`config.mk`:
```
export PLATFORM = sky130hd
export DESIGN_NAME = tilt_filter_pid_motor_drive_core
export DESIGN_NICKNAME = d
export VERILOG_FILES = /design/src/design/tfpd_pkg.sv /design/src/design/tfpd_cfg.sv /design/src/design/tfpd_dp.sv /design/src/design/tfpd_ctrl.sv /design/src/design/tilt_filter_pid_motor_drive_core.sv
export SDC_FILE = /design/constraint.sdc
export NUM_CORES = 2
export LEC_CHECK = 0
export BUFFER_PORTS_ARGS = -buffer_cell sky130_fd_sc_hd__buf_4
export CORE_UTILIZATION = 50
export CTS_CLUSTER_DIAMETER = 200
export DETAILED_ROUTE_END_ITERATION = 12
export MAX_ROUTING_LAYER = met4
export PLACE_DENSITY = 0.66
export SLEW_MARGIN = 40
export SYNTH_ARGS = -nofsm -noshare
export SYNTH_HDL_FRONTEND = slang
export SYNTH_SLANG_ARGS = --single-unit
```
`constraint.sdc`:
```
create_clock -name clk -period 15.3 [get_ports clk]
set_input_delay 3.06 -clock clk [delete_from_list [all_inputs] [get_ports clk]]
set_output_delay 3.06 -clock clk [all_outputs]
set_load 0.005 [all_outputs]
```
`src/design/tfpd_pkg.sv`:
```
// tfpd_pkg: shared types and constants for the tilt filter / PID motor drive core.
// Holds the configuration struct, the controller-to-datapath command and status
// structs, and the fixed-point constants. No dependencies.
package tfpd_pkg;

  // configuration register indexes
  localparam logic [2:0] REG_PROP_GAIN     = 3'd0;
  localparam logic [2:0] REG_INTEG_GAIN    = 3'd1;
  localparam logic [2:0] REG_DERIV_GAIN    = 3'd2;
  localparam logic [2:0] REG_BALANCE_ANGLE = 3'd3;
  localparam logic [2:0] REG_BLEND_WEIGHT  = 3'd4;
  localparam logic [2:0] REG_DEAD_BAND     = 3'd5;
  localparam logic [2:0] REG_DUTY_FLOOR    = 3'd6;
  localparam logic [2:0] REG_DUTY_CEILING  = 3'd7;

  // configuration reset values
  localparam logic signed [23:0] PROP_GAIN_RST     = -24'sd89600;
  localparam logic signed [23:0] INTEG_GAIN_RST    = -24'sd14080;
  localparam logic signed [23:0] DERIV_GAIN_RST    = -24'sd10240;
  localparam logic signed [16:0] BALANCE_ANGLE_RST = -17'sd77;
  localparam logic [16:0]        BLEND_WEIGHT_RST  = 17'd62259;
  localparam logic [15:0]        DEAD_BAND_RST     = 16'd256;
  localparam logic [11:0]        DUTY_FLOOR_RST    = 12'd130;
  localparam logic [11:0]        DUTY_CEILING_RST  = 12'd1023;

  // fixed-point constants
  localparam logic signed [23:0] TICK_SCALE  = 24'sd100000;   // 1 s / 10 us
  localparam logic [16:0]        Q16_ONE     = 17'd65536;
  localparam logic [63:0]        ROUND_HALF  = 64'd3276800000; // half of 65536 * 100000
  localparam logic [47:0]        TILT_SAT_Y  = 48'd4608000000; // 46080 * 100000
  localparam logic [47:0]        DUTY_SAT_Y  = 48'd409600000;  // 4096 * 100000
  localparam logic [15:0]        TILT_LIMIT  = 16'd46080;
  localparam logic [12:0]        DUTY_SAT_Q  = 13'd4096;
  localparam logic [12:0]        DUTY_OFFSET = 13'd300;
  localparam logic signed [40:0] INTEG_MAX   = 41'sd549755813887;
  localparam logic [18:0]        DIV_D1      = 19'd100000;
  localparam logic [18:0]        DIV_D2      = 19'd200000;
  localparam logic [18:0]        DIV_D3      = 19'd300000;
  localparam logic [2:0]         DIV_LAST    = 3'd7;          // eight radix-4 steps

  typedef struct packed {
    logic signed [23:0] prop_gain;
    logic signed [23:0] integ_gain;
    logic signed [23:0] deriv_gain;
    logic signed [16:0] balance_angle;
    logic [16:0]        blend_weight;
    logic [15:0]        dead_band;
    logic [11:0]        duty_floor;
    logic [11:0]        duty_ceiling;
  } cfg_t;

  // operand pair for the shared multiplier
  typedef enum logic [3:0] {
    MUL_OLD_SCALE,
    MUL_RATE_TICKS,
    MUL_ACCEL_CW,
    MUL_PRED_W,
    MUL_ACC_SCALE,
    MUL_ERR_TICKS,
    MUL_ERR_KP,
    MUL_RATE_KD,
    MUL_INTEG_KI
  } mul_sel_t;

  typedef enum logic [1:0] {
    ACC_HOLD,
    ACC_LOAD,
    ACC_ADD
  } acc_op_t;

  typedef struct packed {
    logic     load_in;
    mul_sel_t mul_sel;
    acc_op_t  acc_op;
    logic     div_init_tilt;
    logic     div_init_duty;
    logic     div_step;
    logic     tilt_commit;
    logic     integ_update;
    logic     load_out;
  } dp_cmd_t;

  typedef struct packed {
    logic dband;
  } dp_stat_t;

endpackage

```
`src/design/tfpd_cfg.sv`:
```
// tfpd_cfg: configuration register file, written through a plain write port.
// Depends on tfpd_pkg (cfg_t, register indexes, reset values).
module tfpd_cfg (
  input  logic                clk,
  input  logic                rst,
  input  logic                cfg_wr_en,
  input  logic [2:0]          cfg_index,
  input  logic [23:0]         cfg_data,
  output tfpd_pkg::cfg_t      cfg
);

  tfpd_pkg::cfg_t regs;

  always_ff @(posedge clk) begin
    if (rst) begin
      regs.prop_gain     <= tfpd_pkg::PROP_GAIN_RST;
      regs.integ_gain    <= tfpd_pkg::INTEG_GAIN_RST;
      regs.deriv_gain    <= tfpd_pkg::DERIV_GAIN_RST;
      regs.balance_angle <= tfpd_pkg::BALANCE_ANGLE_RST;
      regs.blend_weight  <= tfpd_pkg::BLEND_WEIGHT_RST;
      regs.dead_band     <= tfpd_pkg::DEAD_BAND_RST;
      regs.duty_floor    <= tfpd_pkg::DUTY_FLOOR_RST;
      regs.duty_ceiling  <= tfpd_pkg::DUTY_CEILING_RST;
    end else if (cfg_wr_en) begin
      case (cfg_index)
        tfpd_pkg::REG_PROP_GAIN:     regs.prop_gain     <= cfg_data;
        tfpd_pkg::REG_INTEG_GAIN:    regs.integ_gain    <= cfg_data;
        tfpd_pkg::REG_DERIV_GAIN:    regs.deriv_gain    <= cfg_data;
        tfpd_pkg::REG_BALANCE_ANGLE: regs.balance_angle <= cfg_data[16:0];
        tfpd_pkg::REG_BLEND_WEIGHT:  regs.blend_weight  <= cfg_data[16:0];
        tfpd_pkg::REG_DEAD_BAND:     regs.dead_band     <= cfg_data[15:0];
        tfpd_pkg::REG_DUTY_FLOOR:    regs.duty_floor    <= cfg_data[11:0];
        tfpd_pkg::REG_DUTY_CEILING:  regs.duty_ceiling  <= cfg_data[11:0];
        default: ;
      endcase
    end
  end

  assign cfg = regs;

endmodule

```
`src/design/tfpd_dp.sv`:
```
// tfpd_dp: datapath with one shared 46x24 multiplier, a 64-bit accumulator,
// a radix-4 divider by 100000, filter/integral state and the result register.
// Depends on tfpd_pkg (cfg_t, dp_cmd_t, dp_stat_t, constants).
module tfpd_dp (
  input  logic                 clk,
  input  logic                 rst,
  input  tfpd_pkg::dp_cmd_t    cmd,
  output tfpd_pkg::dp_stat_t   stat,
  input  tfpd_pkg::cfg_t       cfg,
  input  logic signed [19:0]   rate_sample,
  input  logic signed [16:0]   accel_tilt,
  input  logic [15:0]          elapsed_ticks,
  output logic                 drive_on,
  output logic                 go_forward,
  output logic [12:0]          duty_value,
  output logic signed [16:0]   tilt_estimate
);

  // latched sample
  logic signed [19:0] rate_q;
  logic signed [16:0] accel_q;
  logic [15:0]        ticks_q;

  // persistent state
  logic signed [16:0] tilt_angle;
  logic               primed;
  logic signed [39:0] integ;

  // per-item working registers
  logic signed [17:0] err;
  logic               dband;
  logic signed [63:0] prod;
  logic signed [63:0] acc;
  logic [16:0]        div_rem;
  logic [15:0]        div_low;
  logic [15:0]        div_q;
  logic               div_sat;
  logic               tilt_neg;
  logic               set_pos;

  logic [16:0]        w_eff;
  logic [16:0]        w_cmp;
  logic signed [16:0] old;
  logic signed [45:0] mul_a;
  logic signed [23:0] mul_b;
  logic signed [69:0] mul_p;

  logic [63:0]        acc_mag;
  logic [63:0]        round_sum;
  logic [47:0]        y_tilt;
  logic [47:0]        y_duty;

  logic [18:0]        div_t;
  logic [1:0]         digit;
  logic [18:0]        div_diff;

  logic [15:0]        tilt_mag;
  logic signed [16:0] tilt_new;
  logic signed [17:0] err_new;
  logic [17:0]        err_mag;
  logic               dband_now;

  logic signed [40:0] integ_sum;
  logic signed [39:0] integ_new;

  logic [12:0]        duty_q;
  logic [12:0]        duty_hi;
  logic [12:0]        duty_clamped;

  // blend weight above one counts as one
  assign w_eff = (cfg.blend_weight > tfpd_pkg::Q16_ONE) ? tfpd_pkg::Q16_ONE : cfg.blend_weight;
  assign w_cmp = tfpd_pkg::Q16_ONE - w_eff;
  assign old   = primed ? tilt_angle : accel_q;

  always_comb begin
    case (cmd.mul_sel)
      tfpd_pkg::MUL_OLD_SCALE: begin
        mul_a = {{29{old[16]}}, old};
        mul_b = tfpd_pkg::TICK_SCALE;
      end
      tfpd_pkg::MUL_RATE_TICKS: begin
        mul_a = {{26{rate_q[19]}}, rate_q};
        mul_b = {8'd0, ticks_q};
      end
      tfpd_pkg::MUL_ACCEL_CW: begin
        mul_a = {{29{accel_q[16]}}, accel_q};
        mul_b = {7'd0, w_cmp};
      end
      tfpd_pkg::MUL_PRED_W: begin
        mul_a = acc[45:0];
        mul_b = {7'd0, w_eff};
      end
      tfpd_pkg::MUL_ACC_SCALE: begin
        mul_a = acc[45:0];
        mul_b = tfpd_pkg::TICK_SCALE;
      end
      tfpd_pkg::MUL_ERR_TICKS: begin
        mul_a = {{28{err[17]}}, err};
        mul_b = {8'd0, ticks_q};
      end
      tfpd_pkg::MUL_ERR_KP: begin
        mul_a = {{28{err[17]}}, err};
        mul_b = cfg.prop_gain;
      end
      tfpd_pkg::MUL_RATE_KD: begin
        mul_a = {{26{rate_q[19]}}, rate_q};
        mul_b = cfg.deriv_gain;
      end
      tfpd_pkg::MUL_INTEG_KI: begin
        mul_a = {{6{integ[39]}}, integ};
        mul_b = cfg.integ_gain;
      end
      default: begin
        mul_a = '0;
        mul_b = '0;
      end
    endcase
  end

  assign mul_p = mul_a * mul_b;

  // magnitude and the two quotient inputs
  assign acc_mag   = acc[63] ? (64'd0 - acc) : acc;
  assign round_sum = acc_mag + tfpd_pkg::ROUND_HALF;
  assign y_tilt    = round_sum[63:16];
  assign y_duty    = acc_mag[63:16];

  // radix-4 restoring step against 100000
  assign div_t = {div_rem, div_low[15:14]};
  always_comb begin
    if (div_t >= tfpd_pkg::DIV_D3) begin
      digit    = 2'd3;
      div_diff = div_t - tfpd_pkg::DIV_D3;
    end else if (div_t >= tfpd_pkg::DIV_D2) begin
      digit    = 2'd2;
      div_diff = div_t - tfpd_pkg::DIV_D2;
    end else if (div_t >= tfpd_pkg::DIV_D1) begin
      digit    = 2'd1;
      div_diff = div_t - tfpd_pkg::DIV_D1;
    end else begin
      digit    = 2'd0;
      div_diff = div_t;
    end
  end

  // new estimate and error
  assign tilt_mag = div_sat ? tfpd_pkg::TILT_LIMIT : div_q;
  assign tilt_new = tilt_neg ? (17'sd0 - $signed({1'b0, tilt_mag})) : $signed({1'b0, tilt_mag});
  assign err_new  = {tilt_new[16], tilt_new} - {cfg.balance_angle[16], cfg.balance_angle};

  assign err_mag   = err[17] ? (18'd0 - err) : err;
  assign dband_now = err_mag < {2'd0, cfg.dead_band};
  assign stat.dband = dband_now;

  // integral with saturation; prod holds err * ticks here
  assign integ_sum = {integ[39], integ} + prod[40:0];
  always_comb begin
    if (integ_sum > tfpd_pkg::INTEG_MAX) begin
      integ_new = tfpd_pkg::INTEG_MAX[39:0];
    end else if (integ_sum < -tfpd_pkg::INTEG_MAX) begin
      integ_new = 40'sd0 - tfpd_pkg::INTEG_MAX[39:0];
    end else begin
      integ_new = integ_sum[39:0];
    end
  end

  // duty: ceiling first, floor wins
  assign duty_q       = div_sat ? tfpd_pkg::DUTY_SAT_Q : {1'b0, div_q[11:0]};
  assign duty_hi      = (duty_q > {1'b0, cfg.duty_ceiling}) ? {1'b0, cfg.duty_ceiling} : duty_q;
  assign duty_clamped = (duty_hi < {1'b0, cfg.duty_floor}) ? {1'b0, cfg.duty_floor} : duty_hi;

  always_ff @(posedge clk) begin
    if (rst) begin
      tilt_angle <= '0;
      primed     <= 1'b0;
      integ      <= '0;
    end else begin
      if (cmd.tilt_commit) begin
        tilt_angle <= tilt_new;
        primed     <= 1'b1;
      end
      if (cmd.integ_update) begin
        integ <= dband_now ? 40'sd0 : integ_new;
      end
    end
  end

  always_ff @(posedge clk) begin
    if (cmd.load_in) begin
      rate_q  <= rate_sample;
      accel_q <= accel_tilt;
      ticks_q <= elapsed_ticks;
    end

    prod <= mul_p[63:0];

    case (cmd.acc_op)
      tfpd_pkg::ACC_LOAD: acc <= prod;
      tfpd_pkg::ACC_ADD:  acc <= acc + prod;
      default: ;
    endcase

    if (cmd.div_init_tilt) begin
      div_sat  <= y_tilt >= tfpd_pkg::TILT_SAT_Y;
      div_rem  <= y_tilt[32:16];
      div_low  <= y_tilt[15:0];
      div_q    <= '0;
      tilt_neg <= acc[63];
    end else if (cmd.div_init_duty) begin
      div_sat  <= y_duty >= tfpd_pkg::DUTY_SAT_Y;
      div_rem  <= y_duty[32:16];
      div_low  <= y_duty[15:0];
      div_q    <= '0;
      set_pos  <= !acc[63] && (acc != 64'sd0);
    end else if (cmd.div_step) begin
      div_rem <= div_diff[16:0];
      div_low <= {div_low[13:0], 2'd0};
      div_q   <= {div_q[13:0], digit};
    end

    if (cmd.tilt_commit) begin
      err <= err_new;
    end
    if (cmd.integ_update) begin
      dband <= dband_now;
    end

    if (cmd.load_out) begin
      drive_on      <= !dband;
      go_forward    <= !dband && set_pos;
      duty_value    <= dband ? 13'd0 : (duty_clamped + tfpd_pkg::DUTY_OFFSET);
      tilt_estimate <= tilt_angle;
    end
  end

endmodule

```
`src/design/tfpd_ctrl.sv`:
```
// tfpd_ctrl: sequencer for one sample: filter products, rounding divide,
// integral update, PID products, duty divide, result hand-off.
// Depends on tfpd_pkg (dp_cmd_t, dp_stat_t, constants).
module tfpd_ctrl (
  input  logic                clk,
  input  logic                rst,
  input  logic                in_valid,
  output logic                in_ready,
  output logic                out_valid,
  input  logic                out_ready,
  output tfpd_pkg::dp_cmd_t   cmd,
  input  tfpd_pkg::dp_stat_t  stat
);

  typedef enum logic [19:0] {
    ST_IDLE  = 20'h00001,
    ST_M1    = 20'h00002,
    ST_M2    = 20'h00004,
    ST_M3    = 20'h00008,
    ST_M4    = 20'h00010,
    ST_M5    = 20'h00020,
    ST_M6    = 20'h00040,
    ST_RND   = 20'h00080,
    ST_DIV_T = 20'h00100,
    ST_TILT  = 20'h00200,
    ST_P1    = 20'h00400,
    ST_P2    = 20'h00800,
    ST_P3    = 20'h01000,
    ST_P4    = 20'h02000,
    ST_P5    = 20'h04000,
    ST_P6    = 20'h08000,
    ST_P7    = 20'h10000,
    ST_MAG   = 20'h20000,
    ST_DIV_D = 20'h40000,
    ST_OUT   = 20'h80000
  } state_t;

  state_t     state, state_next;
  logic [2:0] div_cnt, div_cnt_next;
  logic       out_valid_next;

  assign in_ready = (state == ST_IDLE);

  always_comb begin
    state_next   = state;
    div_cnt_next = div_cnt;
    cmd          = '0;
    case (state)
      ST_IDLE: begin
        if (in_valid) begin
          cmd.load_in = 1'b1;
          state_next  = ST_M1;
        end
      end
      ST_M1: begin
        cmd.mul_sel = tfpd_pkg::MUL_OLD_SCALE;
        state_next  = ST_M2;
      end
      ST_M2: begin
        cmd.mul_sel = tfpd_pkg::MUL_RATE_TICKS;
        cmd.acc_op  = tfpd_pkg::ACC_LOAD;
        state_next  = ST_M3;
      end
      ST_M3: begin
        cmd.mul_sel = tfpd_pkg::MUL_ACCEL_CW;
        cmd.acc_op  = tfpd_pkg::ACC_ADD;
        state_next  = ST_M4;
      end
      ST_M4: begin
        cmd.mul_sel = tfpd_pkg::MUL_PRED_W;
        cmd.acc_op  = tfpd_pkg::ACC_LOAD;
        state_next  = ST_M5;
      end
      ST_M5: begin
        cmd.mul_sel = tfpd_pkg::MUL_ACC_SCALE;
        cmd.acc_op  = tfpd_pkg::ACC_LOAD;
        state_next  = ST_M6;
      end
      ST_M6: begin
        cmd.acc_op = tfpd_pkg::ACC_ADD;
        state_next = ST_RND;
      end
      ST_RND: begin
        cmd.div_init_tilt = 1'b1;
        div_cnt_next      = '0;
        state_next        = ST_DIV_T;
      end
      ST_DIV_T: begin
        cmd.div_step = 1'b1;
        div_cnt_next = div_cnt + 3'd1;
        if (div_cnt == tfpd_pkg::DIV_LAST) begin
          state_next = ST_TILT;
        end
      end
      ST_TILT: begin
        cmd.tilt_commit = 1'b1;
        state_next      = ST_P1;
      end
      ST_P1: begin
        cmd.mul_sel = tfpd_pkg::MUL_ERR_TICKS;
        state_next  = ST_P2;
      end
      ST_P2: begin
        cmd.mul_sel      = tfpd_pkg::MUL_ERR_KP;
        cmd.integ_update = 1'b1;
        state_next       = stat.dband ? ST_OUT : ST_P3;
      end
      ST_P3: begin
        cmd.mul_sel = tfpd_pkg::MUL_RATE_KD;
        cmd.acc_op  = tfpd_pkg::ACC_LOAD;
        state_next  = ST_P4;
      end
      ST_P4: begin
        cmd.acc_op = tfpd_pkg::ACC_ADD;
        state_next = ST_P5;
      end
      ST_P5: begin
        cmd.mul_sel = tfpd_pkg::MUL_ACC_SCALE;
        state_next  = ST_P6;
      end
      ST_P6: begin
        cmd.mul_sel = tfpd_pkg::MUL_INTEG_KI;
        cmd.acc_op  = tfpd_pkg::ACC_LOAD;
        state_next  = ST_P7;
      end
      ST_P7: begin
        cmd.acc_op = tfpd_pkg::ACC_ADD;
        state_next = ST_MAG;
      end
      ST_MAG: begin
        cmd.div_init_duty = 1'b1;
        div_cnt_next      = '0;
        state_next        = ST_DIV_D;
      end
      ST_DIV_D: begin
        cmd.div_step = 1'b1;
        div_cnt_next = div_cnt + 3'd1;
        if (div_cnt == tfpd_pkg::DIV_LAST) begin
          state_next = ST_OUT;
        end
      end
      ST_OUT: begin
        if (!out_valid || out_ready) begin
          cmd.load_out = 1'b1;
          state_next   = ST_IDLE;
        end
      end
      default: begin
        state_next = ST_IDLE;
      end
    endcase
  end

  always_comb begin
    out_valid_next = out_valid;
    if (cmd.load_out) begin
      out_valid_next = 1'b1;
    end else if (out_ready) begin
      out_valid_next = 1'b0;
    end
  end

  always_ff @(posedge clk) begin
    if (rst) begin
      state     <= ST_IDLE;
      div_cnt   <= '0;
      out_valid <= 1'b0;
    end else begin
      state     <= state_next;
      div_cnt   <= div_cnt_next;
      out_valid <= out_valid_next;
    end
  end

endmodule

```
`src/design/tilt_filter_pid_motor_drive_core.sv`:
```
// Tilt filter + PID motor drive core. One sample is processed at a time; inside the deadband
// the PID products and the duty divide are skipped. The next sample is taken the cycle after
// the result is loaded. The sequence is set by the single shared multiplier and two 8-step
// radix-4 divides by 100000.
// Reset (rst, synchronous): config registers to defaults, tilt and integral to zero,
// first-sample flag cleared, no result pending.
module tilt_filter_pid_motor_drive_core (
  input  logic               clk,
  input  logic               rst,
  // configuration write port
  input  logic               cfg_wr_en,
  input  logic [2:0]         cfg_index,
  input  logic [23:0]        cfg_data,
  // sample channel
  input  logic               in_valid,
  output logic               in_ready,
  input  logic signed [19:0] rate_sample,
  input  logic signed [16:0] accel_tilt,
  input  logic [15:0]        elapsed_ticks,
  // result channel
  output logic               out_valid,
  input  logic               out_ready,
  output logic               drive_on,
  output logic               go_forward,
  output logic [12:0]        duty_value,
  output logic signed [16:0] tilt_estimate
);

  // Flow for one beat:
  //  - filter: pred = old*1e5 + rate*ticks, num = w*pred + (1-w)*accel*1e5, built
  //    in the accumulator from one product per cycle;
  //  - round |num| / (65536*1e5) to nearest: add half, drop 16 bits, then divide by
  //    1e5 two quotient bits per cycle; saturates at 46080;
  //  - error, saturated integral (cleared in the deadband);
  //  - setpoint S = (kp*err + kd*rate)*1e5 + ki*integral, truncated the same way and
  //    clamped to the duty ceiling and floor; skipped in the deadband.
  // The result register holds a finished beat while the next sample is taken.

  tfpd_pkg::cfg_t     cfg;
  tfpd_pkg::dp_cmd_t  cmd;
  tfpd_pkg::dp_stat_t stat;

  tfpd_cfg u_cfg (
    .clk       (clk),
    .rst       (rst),
    .cfg_wr_en (cfg_wr_en),
    .cfg_index (cfg_index),
    .cfg_data  (cfg_data),
    .cfg       (cfg)
  );

  tfpd_ctrl u_ctrl (
    .clk       (clk),
    .rst       (rst),
    .in_valid  (in_valid),
    .in_ready  (in_ready),
    .out_valid (out_valid),
    .out_ready (out_ready),
    .cmd       (cmd),
    .stat      (stat)
  );

  tfpd_dp u_dp (
    .clk           (clk),
    .rst           (rst),
    .cmd           (cmd),
    .stat          (stat),
    .cfg           (cfg),
    .rate_sample   (rate_sample),
    .accel_tilt    (accel_tilt),
    .elapsed_ticks (elapsed_ticks),
    .drive_on      (drive_on),
    .go_forward    (go_forward),
    .duty_value    (duty_value),
    .tilt_estimate (tilt_estimate)
  );

endmodule

```
==> impl_metrics.toml <==
[status]
outcome = "finished clean"

[timing]
hold_violations = 0
setup_tns_ps = 0
clock_skew_ps = 59.4
whs_ps = 448
worstMarginPinSlew_ps = 1060
setup_viol = 0
drv_slew = 0
max-slew-margin-rel_pct = 29.2
clock.fmax_ghz = 0.0788
period_share_pct = 83.0
rsz0062_at_grt = "no"
min_period_ps = 12700

[cells_and_area]
utilization_pct = 54.4
layout_commonest_cell = "nand2_1"
mostFrequentLayoutCells = "nand2_1, inv_1, fa_1"
nets = 9145
fin_cells = 9493
drive_above_1_share_pct = 6.88
syn2layout_area_growth_pct = 7.45
fillers = 12147

[synth]
yosysTopAreaCellShare_pct = 30.8
synthCells = 7772
ys_warn_count = 0
syn_nets = 9229
ys_seq_area_share_pct = 18.4
synthTopCellsByArea = "fa_1, dfxtp_1, edfxtp_1"
ys_types = 91
synthArstFlopShare_pct = 0
synth.avg_cell_area_um2 = 8.60
synth-seq-cells = 512
synth-main-ff-cell = "dfxtp_1"
synth_top_area_cell = "fa_1"
synth_edf_count = 204
synth_area_um2 = 66800

[critical_path]
cp-start-kind = "flop"
r2r_slack_ps = 2600
crit_top_cell = "fa_1"
crit_path_end_kind = "flop"
max_stage_delay_ps = 660
path_max_fanout = 30
required_ps = 15890
crit_slowest_cell = "nand4_1"
critPathKind = "reg -> reg"
cp.arrival_ps = 13280

[placement]
hpwlAfterDp_um = 170000
routabilityCongestion = 0.994
dpl.cell_count = 9379
io_buffers = 118

[global_routing]
use_met2_pct = 51.8
antenna_found_initial = 5
use_met3_pct = 4.73
grtUsageMet1_pct = 46.6
grt.busiest_layer = "met2"
track_usage_pct = 33.9
grt_first_pass_wirelength_um = 341000
grt_pass1_vias = 56146
grt_start_max_net_pins = 78
grt_overflow = 0

[clocking]
cts_buffer_depth = 3
cts-root-buf = "clkbuf_16"
cts_tree = "yes"
clkSinkCount = 512
cts.htree.levels = 2
path_clk_slew_ps = 60
hold_buffers = 0
clkLatencyLatePin_ps = 660
cts_resized = 0
cts_setup_buffers = 0
cts_buffers = 58

[routing]
wl_per_cell_um = 23.3
first_iter_violations = 5403
num_vias = 56154
drcViolationCount = 0
ant_nets = 0
dr.pass1.iters = 6
via_per_inst = 5.92
wl_um = 221000

[power]
comb_power_share_pct = 69.1
clkPwrFrac_pct = 14.0
powerDensity_nw_per_um2 = 145
internal-power_mw = 5.35
p_leak_nw = 33.1
sequentialPowerShare_pct = 16.9
swShare_pct = 48.7
total_power_mw = 10.4
vdd_drop_max_mv = 0.211
switchingPower_mw = 5.08

[floorplan]
dieArea_um2 = 135000
die_width_um = 368
pin_count = 119
initial_core_util_pct = 50.6
core_um2 = 132000
dieHeight_um = 368
rows = 133

[job]
max_cap_violations = 0

[hold_path]
hold_class = "reg -> reg"
cell usage after synthesis (all sizes together), types with 20 or more instances:
library cell / number
o31ai: 34
mux2i: 49
inv: 1286
mux2: 61
a221oi: 36
o21bai: 29
nor2b: 60
xnor2: 183
a21oi: 312
fa: 1029
or4: 25
nand2: 1408
nand4: 46
clkbuf: 375
and2: 104
a31oi: 25
ha: 343
a21o: 118
or2: 29
dfxtp: 308
xor2: 97
nand2b: 47
o21a: 39
nor4: 41
nand3: 156
a211oi: 34
a22oi: 20
o21ai: 206
nor3: 79
and3: 33
nor2: 488
buf: 35
a222oi: 36
or3: 37
o211ai: 62
o221ai: 21
edfxtp: 204
a221o: 49
logic make-up after synthesis:
group	share of synthesized area, %
and+or+nand+nor	17.2
adders and majority gates	37.3
xor gates and xnor gates	3.67
buffers and inverters	9.61
muxes	1.76
DFF	18.4
AOI/OAI and AO/OA	12.1
path summary, 6_finish.rpt:
path                                                 start                         end  depth (start not counted)
worst max-delay path            u_cfg.cfg[42]$_SDFFE_PP0P_       u_dp.prod[62]$_DFF_P_                         40
worst min-delay path            u_dp.div_q[3]$_SDFFE_PP0P_  u_dp.div_q[5]$_SDFFE_PP0P_                          2
worst max register to register  u_cfg.cfg[42]$_SDFFE_PP0P_       u_dp.prod[62]$_DFF_P_                         40
worst min register to register  u_dp.div_q[3]$_SDFFE_PP0P_  u_dp.div_q[5]$_SDFFE_PP0P_                          2
layout make-up:
| cell class | instances | area, um2 | area share [%] |
|---|---|---|---|
| inverters | 1291 | 4850 | 6.75 |
| clock buffers | 88 | 1760 | 2.45 |
| repair buffers | 266 | 2050 | 2.85 |
| flip-flops and latches | 512 | 12300 | 17.1 |
| clock inverters | 21 | 219 | 0.305 |
| multi-input cells | 5559 | 48400 | 67.5 |
| diodes | 1 | 2.50 | 0.00349 |
| well taps | 1755 | 2200 | 3.06 |
power by group through the flow:
stage / clock [mW] / combinational (mW) / sequential (mW)
2_1_floorplan: 0 / 5.12 / 1.71
3_3_place_gp: 0 / 6.93 / 1.78
3_5_place_dp: 0 / 7.00 / 1.78
4_1_cts: 1.47 / 7.11 / 1.75
5_1_grt: 1.53 / 7.95 / 1.76
6_report: 1.46 / 7.21 / 1.76
sequential cells by signal, indices dropped and copies added (netlist names), 3 cells and up:
| signal | cells |
|---|---|
| u_dp.acc | 64 |
| u_ctrl.state | 20 |
| u_dp.prod | 64 |
| u_dp.div_low | 16 |
| u_dp.integ | 40 |
| u_dp.tilt_estimate | 17 |
| u_ctrl.div_cnt | 3 |
| u_dp.ticks_q | 16 |
| u_dp.tilt_angle | 17 |
| u_dp.rate_q | 20 |
| u_dp.err | 18 |
| u_dp.accel_q | 17 |
| u_cfg.cfg | 146 |
| u_dp.div_q | 16 |
| u_dp.div_rem | 17 |
| u_dp.duty_value | 13 |
per-layer routing:
layer	wire length [um]	vias to the layer above
met5	0	-
met3	19400	414
met4	8000	0
met2	100000	2567
li1	-	24862
met1	93300	28311
stage by stage:
| step | worst slack [ps] | instance area [um2] |
|---|---|---|
| 3_5_place_dp | 2660 | 69700 |
| 3_3_place_gp | 2890 | 69600 |
| 6_report | 2600 | 71800 |
| 4_1_cts | 2610 | 71700 |
| 2_1_floorplan | 4480 | 66800 |
| 5_1_grt | 2090 | 71800 |
critical path, delay by kind of cell, from the launching register on:
family / cells / cell delay, ps
flops: 1 / 350
buf+inv: 7 / 1160
compound gates: 14 / 3640
fa+ha+maj: 9 / 4230
simple gates: 9 / 3020
xor+xnor: 1 / 150
Power figures use the tool's default switching activity.
